$ cat src/sc2chr_pkg.sv
// ----------------------------------------------------------------------------
// sc2chr_pkg: scan-code translator package
// Special character codes, the unshifted and shifted key tables, and the
// lookup function of the translator; its checker shares the special codes.
// ----------------------------------------------------------------------------
`default_nettype none

package sc2chr_pkg;

  localparam int unsigned TabDepth = 136;

  // Key codes and masks.
  localparam logic [7:0] REL_PREFIX = 8'hF0;
  localparam logic [7:0] TOP_CODE   = 8'h87;
  localparam logic [7:0] CTRL_MASK  = 8'h1F;

  // Special character codes (bit 7 set).
  localparam logic [7:0] SP_VIEW  = 8'h80;
  localparam logic [7:0] SP_SHIFT = 8'hE0;
  localparam logic [7:0] SP_BREAK = 8'hE1;
  localparam logic [7:0] SP_CTRL  = 8'hE2;
  localparam logic [7:0] SP_LATIN = 8'hE3;
  localparam logic [7:0] SP_NONE  = 8'hFF;

  // Function keys occupy the class 0xC0..0xDF.
  localparam logic [2:0] FNKEY_CLASS = 3'b110;

  typedef logic [7:0] tab_t [TabDepth];

  localparam tab_t LOWER_TAB = '{
    8'hFF, 8'hFF, 8'hFF, 8'hFF, 8'hFF, 8'hFF, 8'hFF, 8'hC1,
    8'h1B, 8'hFF, 8'hFF, 8'hFF, 8'hFF, 8'h09, 8'h60, 8'hC2,
    8'hFF, 8'hE2, 8'hE0, 8'hE0, 8'hE0, 8'h71, 8'h31, 8'hC3,
    8'hFF, 8'hE0, 8'h7A, 8'h73, 8'h61, 8'h77, 8'h32, 8'hC4,
    8'hFF, 8'h63, 8'h78, 8'h64, 8'h65, 8'h34, 8'h33, 8'hC5,
    8'hFF, 8'h20, 8'h76, 8'h66, 8'h74, 8'h72, 8'h35, 8'hC6,
    8'hFF, 8'h6E, 8'h62, 8'h68, 8'h67, 8'h79, 8'h36, 8'hC7,
    8'hFF, 8'h80, 8'h6D, 8'h6A, 8'h75, 8'h37, 8'h38, 8'hC8,
    8'hFF, 8'h2C, 8'h6B, 8'h69, 8'h6F, 8'h30, 8'h39, 8'hC9,
    8'hFF, 8'h2E, 8'h2F, 8'h6C, 8'h3B, 8'h70, 8'h2D, 8'hCA,
    8'hFF, 8'hFF, 8'h27, 8'hFF, 8'h5B, 8'h3D, 8'hCB, 8'h0D,
    8'hE3, 8'hE0, 8'h0A, 8'h5D, 8'h5C, 8'hFF, 8'hCC, 8'hE1,
    8'h80, 8'h80, 8'hE1, 8'hE0, 8'h7F, 8'hFF, 8'h08, 8'hFF,
    8'hFF, 8'h31, 8'h80, 8'h34, 8'h37, 8'h2C, 8'hFF, 8'hFF,
    8'h30, 8'h2E, 8'h32, 8'h35, 8'h36, 8'h38, 8'hA1, 8'hA2,
    8'hFF, 8'h0A, 8'h33, 8'hFF, 8'hA4, 8'h39, 8'hA3, 8'hFF,
    8'hFF, 8'hFF, 8'hFF, 8'hFF, 8'h2D, 8'hFF, 8'hFF, 8'hFF
  };

  localparam tab_t UPPER_TAB = '{
    8'hFF, 8'hFF, 8'hFF, 8'hFF, 8'hFF, 8'hFF, 8'hFF, 8'hC1,
    8'h1B, 8'hFF, 8'hFF, 8'hFF, 8'hFF, 8'h09, 8'h7E, 8'hC2,
    8'hFF, 8'hE2, 8'hE0, 8'hE0, 8'hE0, 8'h51, 8'h21, 8'hC3,
    8'hFF, 8'hE0, 8'h5A, 8'h53, 8'h41, 8'h57, 8'h40, 8'hC4,
    8'hFF, 8'h43, 8'h58, 8'h44, 8'h45, 8'h24, 8'h23, 8'hC5,
    8'hFF, 8'h20, 8'h56, 8'h46, 8'h54, 8'h52, 8'h25, 8'hC6,
    8'hFF, 8'h4E, 8'h42, 8'h48, 8'h47, 8'h59, 8'h5E, 8'hC7,
    8'hFF, 8'h80, 8'h4D, 8'h4A, 8'h55, 8'h26, 8'h2A, 8'hC8,
    8'hFF, 8'h3C, 8'h4B, 8'h49, 8'h4F, 8'h29, 8'h28, 8'hC9,
    8'hFF, 8'h3E, 8'h3F, 8'h4C, 8'h3A, 8'h50, 8'h5F, 8'hCA,
    8'hFF, 8'hFF, 8'h22, 8'hFF, 8'h7B, 8'h2B, 8'hCB, 8'h0D,
    8'hE3, 8'hE0, 8'h0A, 8'h7D, 8'h7C, 8'hFF, 8'hCC, 8'hE1,
    8'h80, 8'h80, 8'hE1, 8'hE0, 8'h7F, 8'hFF, 8'h08, 8'hFF,
    8'hFF, 8'h31, 8'h80, 8'h34, 8'h37, 8'h2C, 8'hFF, 8'hFF,
    8'h30, 8'h2E, 8'h32, 8'h35, 8'h36, 8'h38, 8'hA1, 8'hA2,
    8'hFF, 8'h0A, 8'h33, 8'hFF, 8'hA4, 8'h39, 8'hA3, 8'hFF,
    8'hFF, 8'hFF, 8'hFF, 8'hFF, 8'h2D, 8'hFF, 8'hFF, 8'hFF
  };

  // Table lookup; codes past the end of the table read as no mapping.
  function automatic logic [7:0] tab_lookup(input logic [7:0] code, input logic upper);
    logic [7:0] ch;
    if (code > TOP_CODE) begin
      ch = SP_NONE;
    end else if (upper) begin
      ch = UPPER_TAB[code];
    end else begin
      ch = LOWER_TAB[code];
    end
    return ch;
  endfunction

endpackage

`default_nettype wire

$ cat src/sc2chr_scan_if.sv
// ----------------------------------------------------------------------------
// sc2chr_scan_if: scan byte channel
// Valid/ready channel that carries one raw keyboard scan byte per request.
// ----------------------------------------------------------------------------
`default_nettype none

interface sc2chr_scan_if;
  logic       valid;
  logic       ready;
  logic [7:0] scan_byte;

  modport source (output valid, output scan_byte, input ready);
  modport sink   (input valid, input scan_byte, output ready);
endinterface

`default_nettype wire

$ cat src/sc2chr_char_if.sv
// ----------------------------------------------------------------------------
// sc2chr_char_if: character channel
// Valid/ready channel that carries one translated character per request.
// ----------------------------------------------------------------------------
`default_nettype none

interface sc2chr_char_if;
  logic       valid;
  logic       ready;
  logic [7:0] char_code;

  modport source (output valid, output char_code, input ready);
  modport sink   (input valid, input char_code, output ready);
endinterface

`default_nettype wire

$ cat src/scancode_to_char_decoder.sv
// ----------------------------------------------------------------------------
// scancode_to_char_decoder: keyboard scan code to character translator
// Translates scan-code bytes through unshifted and shifted key tables and
// tracks the Shift, Ctrl and release-prefix state.
// ----------------------------------------------------------------------------
// Flow: a scan byte is accepted into the input register, and its character is
// then captured in the result register, which drives char_o.
// Throughput: one scan byte per cycle when not stalled; the table lookup and flag
// update for a byte are combinational between the two registers. A byte that
// gives a character waits while a stalled character holds the result register.
// Reset: rst_ni clears both valid bits and the Shift, Ctrl and release flags.
`default_nettype none

module scancode_to_char_decoder (
  input  wire logic     clk_i,
  input  wire logic     rst_ni,
  sc2chr_scan_if.sink   scan_i,
  sc2chr_char_if.source char_o
);
  import sc2chr_pkg::*;

  // Input register: holds the byte being translated this cycle.
  logic       s1_valid_q, s1_valid_d;
  logic [7:0] s1_byte_q,  s1_byte_d;

  // Keyboard state flags.
  logic rel_q,   rel_d;
  logic shift_q, shift_d;
  logic ctrl_q,  ctrl_d;

  // Result register.
  logic       out_valid_q, out_valid_d;
  logic [7:0] out_char_q,  out_char_d;

  // Translation of the byte in the input register.
  logic [7:0] tab_ch;
  logic       res_has;
  logic [7:0] res_char;
  logic       rel_n, shift_n, ctrl_n;

  logic out_free;
  logic s1_adv;
  logic in_take;

  // A released key is always looked up in the unshifted table, so the shifted
  // table is used only for a fresh press while Shift is down.
  assign tab_ch = tab_lookup(s1_byte_q, shift_q & ~rel_q);

  always_comb begin
    res_has  = 1'b0;
    res_char = tab_ch;
    rel_n    = rel_q;
    shift_n  = shift_q;
    ctrl_n   = ctrl_q;
    if (rel_q) begin
      // This byte names the released key. Only Shift and Ctrl matter, and a
      // code past the table reads as no mapping and so changes nothing.
      rel_n = 1'b0;
      if (tab_ch == SP_CTRL) begin
        ctrl_n = 1'b0;
      end else if (tab_ch == SP_SHIFT) begin
        shift_n = 1'b0;
      end
    end else if (s1_byte_q == REL_PREFIX) begin
      rel_n = 1'b1;
    end else if (s1_byte_q > TOP_CODE) begin
      // Codes above the table are dropped without a trace.
      res_has = 1'b0;
    end else if (!tab_ch[7]) begin
      // Plain character, masked to a control character while Ctrl is down.
      res_has  = 1'b1;
      res_char = ctrl_q ? (tab_ch & CTRL_MASK) : tab_ch;
    end else if (tab_ch[7:5] == FNKEY_CLASS) begin
      // Function keys give nothing.
      res_has = 1'b0;
    end else begin
      unique case (tab_ch) inside
        SP_SHIFT:           shift_n = 1'b1;
        SP_CTRL:            ctrl_n  = 1'b1;
        SP_BREAK, SP_LATIN: res_has = 1'b0;
        default:            res_has = 1'b1;
      endcase
    end
  end

  // The result register can take a new character when it is empty or its
  // current one leaves this cycle. A byte that gives no character never waits.
  assign out_free = ~out_valid_q | char_o.ready;
  assign s1_adv   = s1_valid_q & (~res_has | out_free);
  assign in_take  = scan_i.valid & scan_i.ready;

  assign scan_i.ready = ~s1_valid_q | s1_adv;

  always_comb begin
    s1_valid_d  = s1_valid_q;
    s1_byte_d   = s1_byte_q;
    rel_d       = rel_q;
    shift_d     = shift_q;
    ctrl_d      = ctrl_q;
    out_valid_d = out_valid_q;
    out_char_d  = out_char_q;

    if (char_o.ready) begin
      out_valid_d = 1'b0;
    end
    if (s1_adv) begin
      s1_valid_d = 1'b0;
      rel_d      = rel_n;
      shift_d    = shift_n;
      ctrl_d     = ctrl_n;
      if (res_has) begin
        out_valid_d = 1'b1;
        out_char_d  = res_char;
      end
    end
    if (in_take) begin
      s1_valid_d = 1'b1;
      s1_byte_d  = scan_i.scan_byte;
    end
  end

  always_ff @(posedge clk_i or negedge rst_ni) begin
    if (!rst_ni) begin
      s1_valid_q  <= 1'b0;
      out_valid_q <= 1'b0;
      rel_q       <= 1'b0;
      shift_q     <= 1'b0;
      ctrl_q      <= 1'b0;
    end else begin
      s1_valid_q  <= s1_valid_d;
      out_valid_q <= out_valid_d;
      rel_q       <= rel_d;
      shift_q     <= shift_d;
      ctrl_q      <= ctrl_d;
    end
  end

  // Payload registers need no reset.
  always_ff @(posedge clk_i) begin
    s1_byte_q  <= s1_byte_d;
    out_char_q <= out_char_d;
  end

  assign char_o.valid     = out_valid_q;
  assign char_o.char_code = out_char_q;

endmodule

`default_nettype wire

$ cat src/flat_wrapper.sv
// flat-port wrapper written by rule: the top's interface ports become plain ports
module scancode_to_char_decoder_flat import sc2chr_pkg::*;
  (clk_i, rst_ni, scan_i_valid, scan_i_scan_byte, scan_i_ready, char_o_valid, char_o_char_code, char_o_ready);
  sc2chr_scan_if scan_i_i ();
  sc2chr_char_if char_o_i ();
  input  wire logic clk_i;
  input  wire logic rst_ni;
  input wire logic [$bits(scan_i_i.valid)-1:0] scan_i_valid;
  input wire logic [$bits(scan_i_i.scan_byte)-1:0] scan_i_scan_byte;
  output wire logic [$bits(scan_i_i.ready)-1:0] scan_i_ready;
  output wire logic [$bits(char_o_i.valid)-1:0] char_o_valid;
  output wire logic [$bits(char_o_i.char_code)-1:0] char_o_char_code;
  input wire logic [$bits(char_o_i.ready)-1:0] char_o_ready;
  assign scan_i_i.valid = scan_i_valid;
  assign scan_i_i.scan_byte = scan_i_scan_byte;
  assign scan_i_ready = scan_i_i.ready;
  assign char_o_valid = char_o_i.valid;
  assign char_o_char_code = char_o_i.char_code;
  assign char_o_i.ready = char_o_ready;
  scancode_to_char_decoder u_core (.clk_i(clk_i), .rst_ni(rst_ni), .scan_i(scan_i_i), .char_o(char_o_i));
endmodule
$ cat config.mk
export PLATFORM = sky130hd
export DESIGN_NAME = scancode_to_char_decoder_flat
export DESIGN_NICKNAME = d
export VERILOG_FILES = /design/src/sc2chr_pkg.sv /design/src/sc2chr_scan_if.sv /design/src/sc2chr_char_if.sv /design/src/scancode_to_char_decoder.sv /design/src/flat_wrapper.sv
export SDC_FILE = /design/constraint.sdc
export NUM_CORES = 1
export LEC_CHECK = 0
export ABC_AREA = 1
export BUFFER_PORTS_ARGS = -buffer_cell sky130_fd_sc_hd__buf_2
export CAP_MARGIN = 20
export CORE_MARGIN = 2
export CORE_UTILIZATION = 65
export DETAILED_ROUTE_END_ITERATION = 7
export PLACE_DENSITY = 0.93
export RECOVER_POWER = 50
export SETUP_SLACK_MARGIN = 0.2
export SYNTH_ARGS = -nofsm -noshare
export SYNTH_HDL_FRONTEND = slang
export SYNTH_SLANG_ARGS = --single-unit
$ cat constraint.sdc
create_clock -name clk_i -period 8.7 [get_ports clk_i]
set_clock_uncertainty 0.2 [all_clocks]
set_input_delay 1.305 -clock clk_i [delete_from_list [all_inputs] [get_ports clk_i]]
set_output_delay 1.305 -clock clk_i [all_outputs]
set_load 0.1 [all_outputs]
==> impl_metrics.toml, run 1 <==
[status]
run_status = "finished, violations left"
violations = "design-rule violations"

[cts]
clock-root-buffer = "clkbuf_8"
numClockSinks = 21
cts_made_buffers = 3
cts_resized = 0
post_cts_buffers = 0
path_clk_slew_ps = 80
clk_latency_ps = 260
clockBufferDepth = 2
hold_buffers = 0
cts_tree = "built"
htreeDepth = 1

[worst_setup_path]
crit_arrival_ps = 4090
ff2ff_path_depth = 14
r2r_start = "u_core.s1_byte_q[3]"
end_kind = "output pin"
crit_path_max_fanout = 53
required_ps = 7190
r2r_end = "u_core.char_o.char_code[3]"
reg2reg_slack_ps = 4180
crit_end = "scan_i_ready"
startpoint_type = "flip-flop"
crit_type = "reg -> out"
startpoint = "u_core.s1_byte_q[3]"

[floorplanning]
ioPinCount = 22
core_area_sq_mm = 0.00444
die_area_sq_mm = 0.00524
fp.dieH_um = 72.4
row_count = 24
die_width_um = 72.4
start_util_pct = 68.5

[final_layout]
area_delta_synth_final_pct = 0.904
fin_cells = 571
drive_gt1_share_pct = 9.63
nets = 545
fin_area_sq_mm = 0.00307
insertedDiodeCount = 0

[detailed_routing]
wl_per_cell_um = 18.0
viasPerCell = 6.71
vias = 3829
drcViolationCount = 132
dr.pass1.iters = 8
first_iter_violations = 944
ant_nets = 0
wirelength_um = 10300

[place]
dp_hpwl_um = 7390
gp_congestion = 1.14
io_buffers = 21
placed_cell_area_sq_mm = 0.00304
dp.cells = 567

[sta]
setup_viol = 0
rsz0062_at_grt = "no"
slew_headroom_pct = 17.5
max_freq_mhz = 179
hold_viol_final = 0
final.period_utilization_pct = 64.3
tns_ps = 0
period_needed_ps = 5590
report.final.slew_viol_count = 0
worst_pin_slew_ps = 1240

[min_path]
min_path_type = "reg -> reg"

[global_route]
grt_pass1_vias = 3465
grt_pass1_wl_um = 16900
grt_max_degree = 54
antenna_found_initial = 0
grt.total_usage_pct = 41.5
grt_overflow = 0

[yosys]
synth_top_cell_area_share_pct = 22.0
syn_area_sq_mm = 0.00304
yosysSeqAreaShare_pct = 19.9
synth-edff-count = 16
synth_seq_cells = 21
syn_avg_cell_area_sq_um = 5.89
synth_warnings = 0
synthCells = 517
synth_nets = 542
synthMostInstantiatedCell = "nand2_1"
async_flop_share_pct = 23.8
ys_types = 37
synth_top_cell_by_area = "nand2_1"
synthTopCellsByArea = "nand2_1 22%, edfxtp_1 16%, nand3_1 13%, nor2_1 6.0%, ha_1 5.3%"
synth_ff_type = "edfxtp_1"
synthTopCellsByCount = "178 x nand2_1, 76 x nand3_1, 49 x nor2_1"

[pwr]
irDropWorstVdd_v = 0.0000851
leakagePower_nw = 1.51
power_density_mw_per_mm2 = 117

[flow_run]
drv.max_cap_violation_count = 0
-- logic make-up (layout without fill, tap and decap cells) --
family / after synthesis / count (layout) / synth area share [%]
adder cells (fa/ha/maj): 13 / 13 / 5.35
AND/OR/NAND/NOR: 347 / 347 / 51.0
AO/OA/AOI/OAI: 64 / 64 / 11.6
buffers and inverters: 72 / 74 / 12.2
flip-flops: 21 / 21 / 19.9
-- power breakdown --
part           internal [W]  switching, W
combinational     0.0000435      0.000129
clock             0.0000319     0.0000314
sequential         0.000116    0.00000614
-- area by class of cell --
class,instances,area (sq um)
clock buffer,3,41.3
clock inverter,1,5.00
fill,379,1370
inverter,46,173
multi-input combinational,424,2070
sequential,21,606
tap,52,65.1
timing repair buffer,24,115
-- through the flow --
stage / power, W / setup WS, ps / util (%) / hold WS [ps]
3_3_place_gp: 0.000288 / 4120 / 68.3 / 294
4_1_cts: 0.000351 / 3820 / 69.4 / 322
6_report: 0.000358 / 3110 / 69.1 / 325
2_1_floorplan: 0.000256 / 4320 / - / 250
5_1_grt: 0.000378 / 3020 / 69.1 / 375
3_5_place_dp: 0.000287 / 4130 / 68.3 / 304
-- worst max-delay path, stage by stage (launching register included) --
cell and delay [ps]:
edfxtp_1 360, buf_4 300, inv_1 960, nand3_1 570, nand3_1 280, nand3_1 100
nand2_1 90, nand2_1 50, nand3_1 90, nand2_1 100, nor2_1 120, nand2_1 90
nand3_2 110, nor2_2 60, nand2_1 70, buf_2 420
-- state kept, by name (all words and copies together), names as in the netlist --
signal,count
u_core.char_o.char_code,8
u_core.char_o.valid,1
u_core.ctrl_q,1
u_core.rel_q,1
u_core.s1_byte_q,8
u_core.s1_valid_q,1
u_core.shift_q,1
-- worst min path at each step --
stage	slack (ps)	depth (start not counted)	from	end
floorplan	250	2	u_core.ctrl_q	u_core.ctrl_q
global placement	290	2	u_core.ctrl_q	u_core.ctrl_q
CTS	320	2	u_core.ctrl_q	u_core.ctrl_q
global route	380	2	u_core.ctrl_q	u_core.ctrl_q
detailed placement	300	2	u_core.ctrl_q	u_core.ctrl_q
finish	320	2	u_core.shift_q	u_core.shift_q
-- per-layer routing --
layer	global-route usage (%)	up-vias	part of all wire, %
li1	-	1708	-
met4	21.0	0	7.3
met5	0	-	0
met2	59.9	388	40
met3	14.4	102	16
met1	54.9	1631	37
-- layout by cell type (no fill, tap or decap), types with 2 or more instances in the layout --
| cell | count |
|---|---|
| buf_4 | 3 |
| o21ai_1 | 5 |
| nor2_2 | 4 |
| nand4_1 | 12 |
| a21oi_1 | 23 |
| inv_1 | 37 |
| inv_2 | 7 |
| dfrtp_1 | 5 |
| clkinv_1 | 2 |
| nand2_1 | 178 |
| nand3_2 | 4 |
| nand3_1 | 76 |
| o21ai_0 | 22 |
| nor3_1 | 3 |
| clkbuf_8 | 3 |
| nor2_4 | 2 |
| nor2_1 | 49 |
| buf_2 | 11 |
| nand2_2 | 9 |
| a31oi_1 | 5 |
| o211ai_1 | 3 |
| clkbuf_1 | 10 |
| ha_1 | 13 |
| edfxtp_1 | 16 |
| nand3b_1 | 4 |
No activity file was read; power rests on OpenSTA's default activity.
==> run 2: changes to the inputs <==
--- a/config.mk
+++ b/config.mk
@@ -5,13 +5,13 @@
 export SDC_FILE = /design/constraint.sdc
 export NUM_CORES = 1
 export LEC_CHECK = 0
-export ABC_AREA = 1
+export ABC_AREA = 0
 export BUFFER_PORTS_ARGS = -buffer_cell sky130_fd_sc_hd__buf_2
 export CAP_MARGIN = 20
 export CORE_MARGIN = 2
-export CORE_UTILIZATION = 65
+export CORE_UTILIZATION = 62
 export DETAILED_ROUTE_END_ITERATION = 7
-export PLACE_DENSITY = 0.93
+export PLACE_DENSITY = 0.9
 export RECOVER_POWER = 50
 export SETUP_SLACK_MARGIN = 0.2
 export SYNTH_ARGS = -nofsm -noshare
==> constraint.sdc (replaced) <==
create_clock -name clk_i -period 5.3 [get_ports clk_i]
set_clock_uncertainty 0.2 [all_clocks]
set_input_delay 0.795 -clock clk_i [delete_from_list [all_inputs] [get_ports clk_i]]
set_output_delay 0.795 -clock clk_i [all_outputs]
set_load 0.1 [all_outputs]
==> impl_metrics.toml, run 2 <==
[status]
run_status = "finished clean"

[yosys]
synth_adder_area_share_pct = 5.21
synth-simple-area-share_pct = 27.3
synth_seq_cells = 21
synth_ff_type = "edfxtp_1"
syn_area_sq_mm = 0.00312
synth_nets = 424
synthMostInstantiatedCell = "nand2_1"
async_flop_share_pct = 23.8
synth_warnings = 0
synthCells = 399
synth-edff-count = 16
muxShareOfSynthArea_pct = 6.37
synth_xor_area_share_pct = 0.842
yosysSeqAreaShare_pct = 19.4
synth_top_cell_by_area = "edfxtp_1"
synth_top_cell_area_share_pct = 15.4
synth_compound_area_share_pct = 32.2
synthTopCellsByArea = "edfxtp_1 15%, nand2b_1 5.6%, ha_1 5.2%, a21oi_1 4.2%, dfrtp_1 4.0%"
synth_top_family_by_area = "compound AO/OA/AOI/OAI gates"
syn_avg_cell_area_sq_um = 7.82
ys_types = 77
synthTopCellsByCount = "30 x nand2_1, 28 x nand2b_1, 26 x a21oi_1, 26 x nor2_1"

[cts]
cts_tree = "built"
clock-root-buffer = "clkbuf_8"
path_clk_slew_ps = 80
htreeDepth = 1
cts_made_buffers = 3
hold_buffers = 0
numClockSinks = 21
post_cts_buffers = 0
clk_latency_ps = 270
cts_resized = 0
clockBufferDepth = 2

[detailed_routing]
vias = 3441
ant_nets = 0
first_iter_violations = 771
dr.pass1.iters = 5
drcViolationCount = 0
viasPerCell = 7.50
wl_per_cell_um = 23.0
wirelength_um = 10600

[pwr]
power.switching_w = 0.000274
intPower_w = 0.000338
p_comb_share_pct = 48.3
clkPwrFrac_pct = 17.7
irDropWorstVdd_v = 0.000227
power_density_mw_per_mm2 = 190
leakagePower_nw = 1.16
swShare_pct = 44.7
p_seq_share_pct = 33.9

[worst_setup_path]
cpPeakStageDelay_ps = 1040
reg2reg_slack_ps = 1230
end_kind = "output pin"
cpMaxStageDelayCell = "edfxtp_1"
crit_type = "reg -> out"
r2r_end = "u_core.char_o.char_code[4]"
startpoint_type = "flip-flop"
r2r_start = "u_core.s1_byte_q[2]"
cp_cell_sequence = "nand2b_1 > nor4b_4 > nor2_2 > a2111oi_0 > nor3_1 > nor4_2 > or4b_4 > buf_2"
required_ps = 4300
crit_arrival_ps = 3830
crit_path_max_fanout = 31
ff2ff_path_depth = 9

[global_route]
grt_overflow = 0
grt_pass1_vias = 3038
grt_pass1_wl_um = 16500
grt_max_degree = 81
grt.total_usage_pct = 39.3
antenna_found_initial = 0

[final_layout]
fin_util_pct = 67.1
final_cell_mix = "30 x nand2_1, 28 x nand2b_1, 26 x nor2_1, 26 x a21oi_1"
fin_cells = 459
area_delta_synth_final_pct = 2.89
insertedDiodeCount = 0
layout_commonest_cell = "nand2_1"
nets = 418
drive_gt1_share_pct = 11.7

[sta]
setup_viol = 0
slew_headroom_pct = 22.1
tns_ps = 0
period_needed_ps = 4820
hold_viol_final = 0
worst_pin_slew_ps = 1170
final.period_utilization_pct = 90.9
report.final.slew_viol_count = 0
setup_slack_ps = 480
max_freq_mhz = 207
rsz0062_at_grt = "no"

[floorplanning]
row_count = 25
die_area_sq_mm = 0.00562
die_width_um = 75.0
ioPinCount = 22
fp.dieH_um = 75.0
start_util_pct = 65.2
core_area_sq_mm = 0.00479

[place]
dp_slack_ps = 872
dp.cells = 455
dp_hpwl_um = 7490
io_buffers = 21
gp_congestion = 1.03

[min_path]
min_path_type = "in -> async"

[flow_run]
drv.max_cap_violation_count = 0
## run 2: cell types whose count changed after synthesis, moves of 9 or more
cell	previous run	this run
nand2_1	178	30
nand3_1	76	7
nand2b_1	0	28
inv_1	36	13
nor2_1	49	26
nor2b_1	0	18
clkbuf_1	0	15
mux2i_1	0	12
nand4_1	12	0
nand2_2	9	0
## run 2: final cells by class
class                           count  area [sq um]
Tap cell                           67          83.8
Clock buffer                        3          41.3
Clock inverter                      1          5.00
Inverter                           15          56.3
Timing Repair Buffer               30           173
Sequential cell                    21           606
Fill cell                         430          1570
Multi-Input combinational cell    322          2250
## run 2: power by group through the flow
stage          logic, W  registers [W]  clock network, W
2_1_floorplan  0.000191       0.000240                 0
3_3_place_gp   0.000286       0.000209                 0
3_5_place_dp   0.000285       0.000210                 0
4_1_cts        0.000286       0.000206          0.000111
5_1_grt        0.000312       0.000209          0.000114
6_report       0.000295       0.000207          0.000108
## run 2: worst max-delay path by stage
stage / slack (ps) / cells past startpoint / to / start
5_1_grt: 280 / 8 / scan_i_ready / u_core.s1_byte_q[2]
2_1_floorplan: 1070 / 12 / scan_i_ready / u_core.s1_byte_q[0]
3_5_place_dp: 870 / 8 / scan_i_ready / u_core.s1_byte_q[2]
6_report: 480 / 8 / scan_i_ready / u_core.s1_byte_q[2]
4_1_cts: 550 / 8 / scan_i_ready / u_core.s1_byte_q[2]
3_3_place_gp: 870 / 8 / scan_i_ready / u_core.s1_byte_q[2]
## run 2: critical path, delay by kind of cell (launching register included)
family,cells,cell delay [ps]
buf+inv,1,420
flops,1,1040
compound gates,1,570
simple gates,6,1530
## run 2: layer usage
metal | track usage, % | share of wire, % | vias to the layer above
met5 | 0 | 0 | -
met4 | 15.3 | 4.7 | 0
li1 | - | - | 1505
met1 | 55.6 | 37 | 1551
met3 | 9.10 | 14 | 51
met2 | 58.3 | 44 | 334
## run 2: stage by stage
stage	power, W	hold WS (ps)	cell area (sq um)
after floorplan	0.000431	270	3120
after global routing	0.000635	184	3210
after CTS	0.000603	125	3220
final	0.000611	162	3210
after global placement	0.000496	312	3180
after detailed placement	0.000495	337	3180
## run 2: kinds of logic (layout without fill, tap and decap cells)
logic type,Yosys count,in the layout
flops,21,21
fa+ha+maj,13,13
mux,17,17
compound gates,136,136
simple gates,153,153
xor+xnor,3,3
buf+inv,56,49
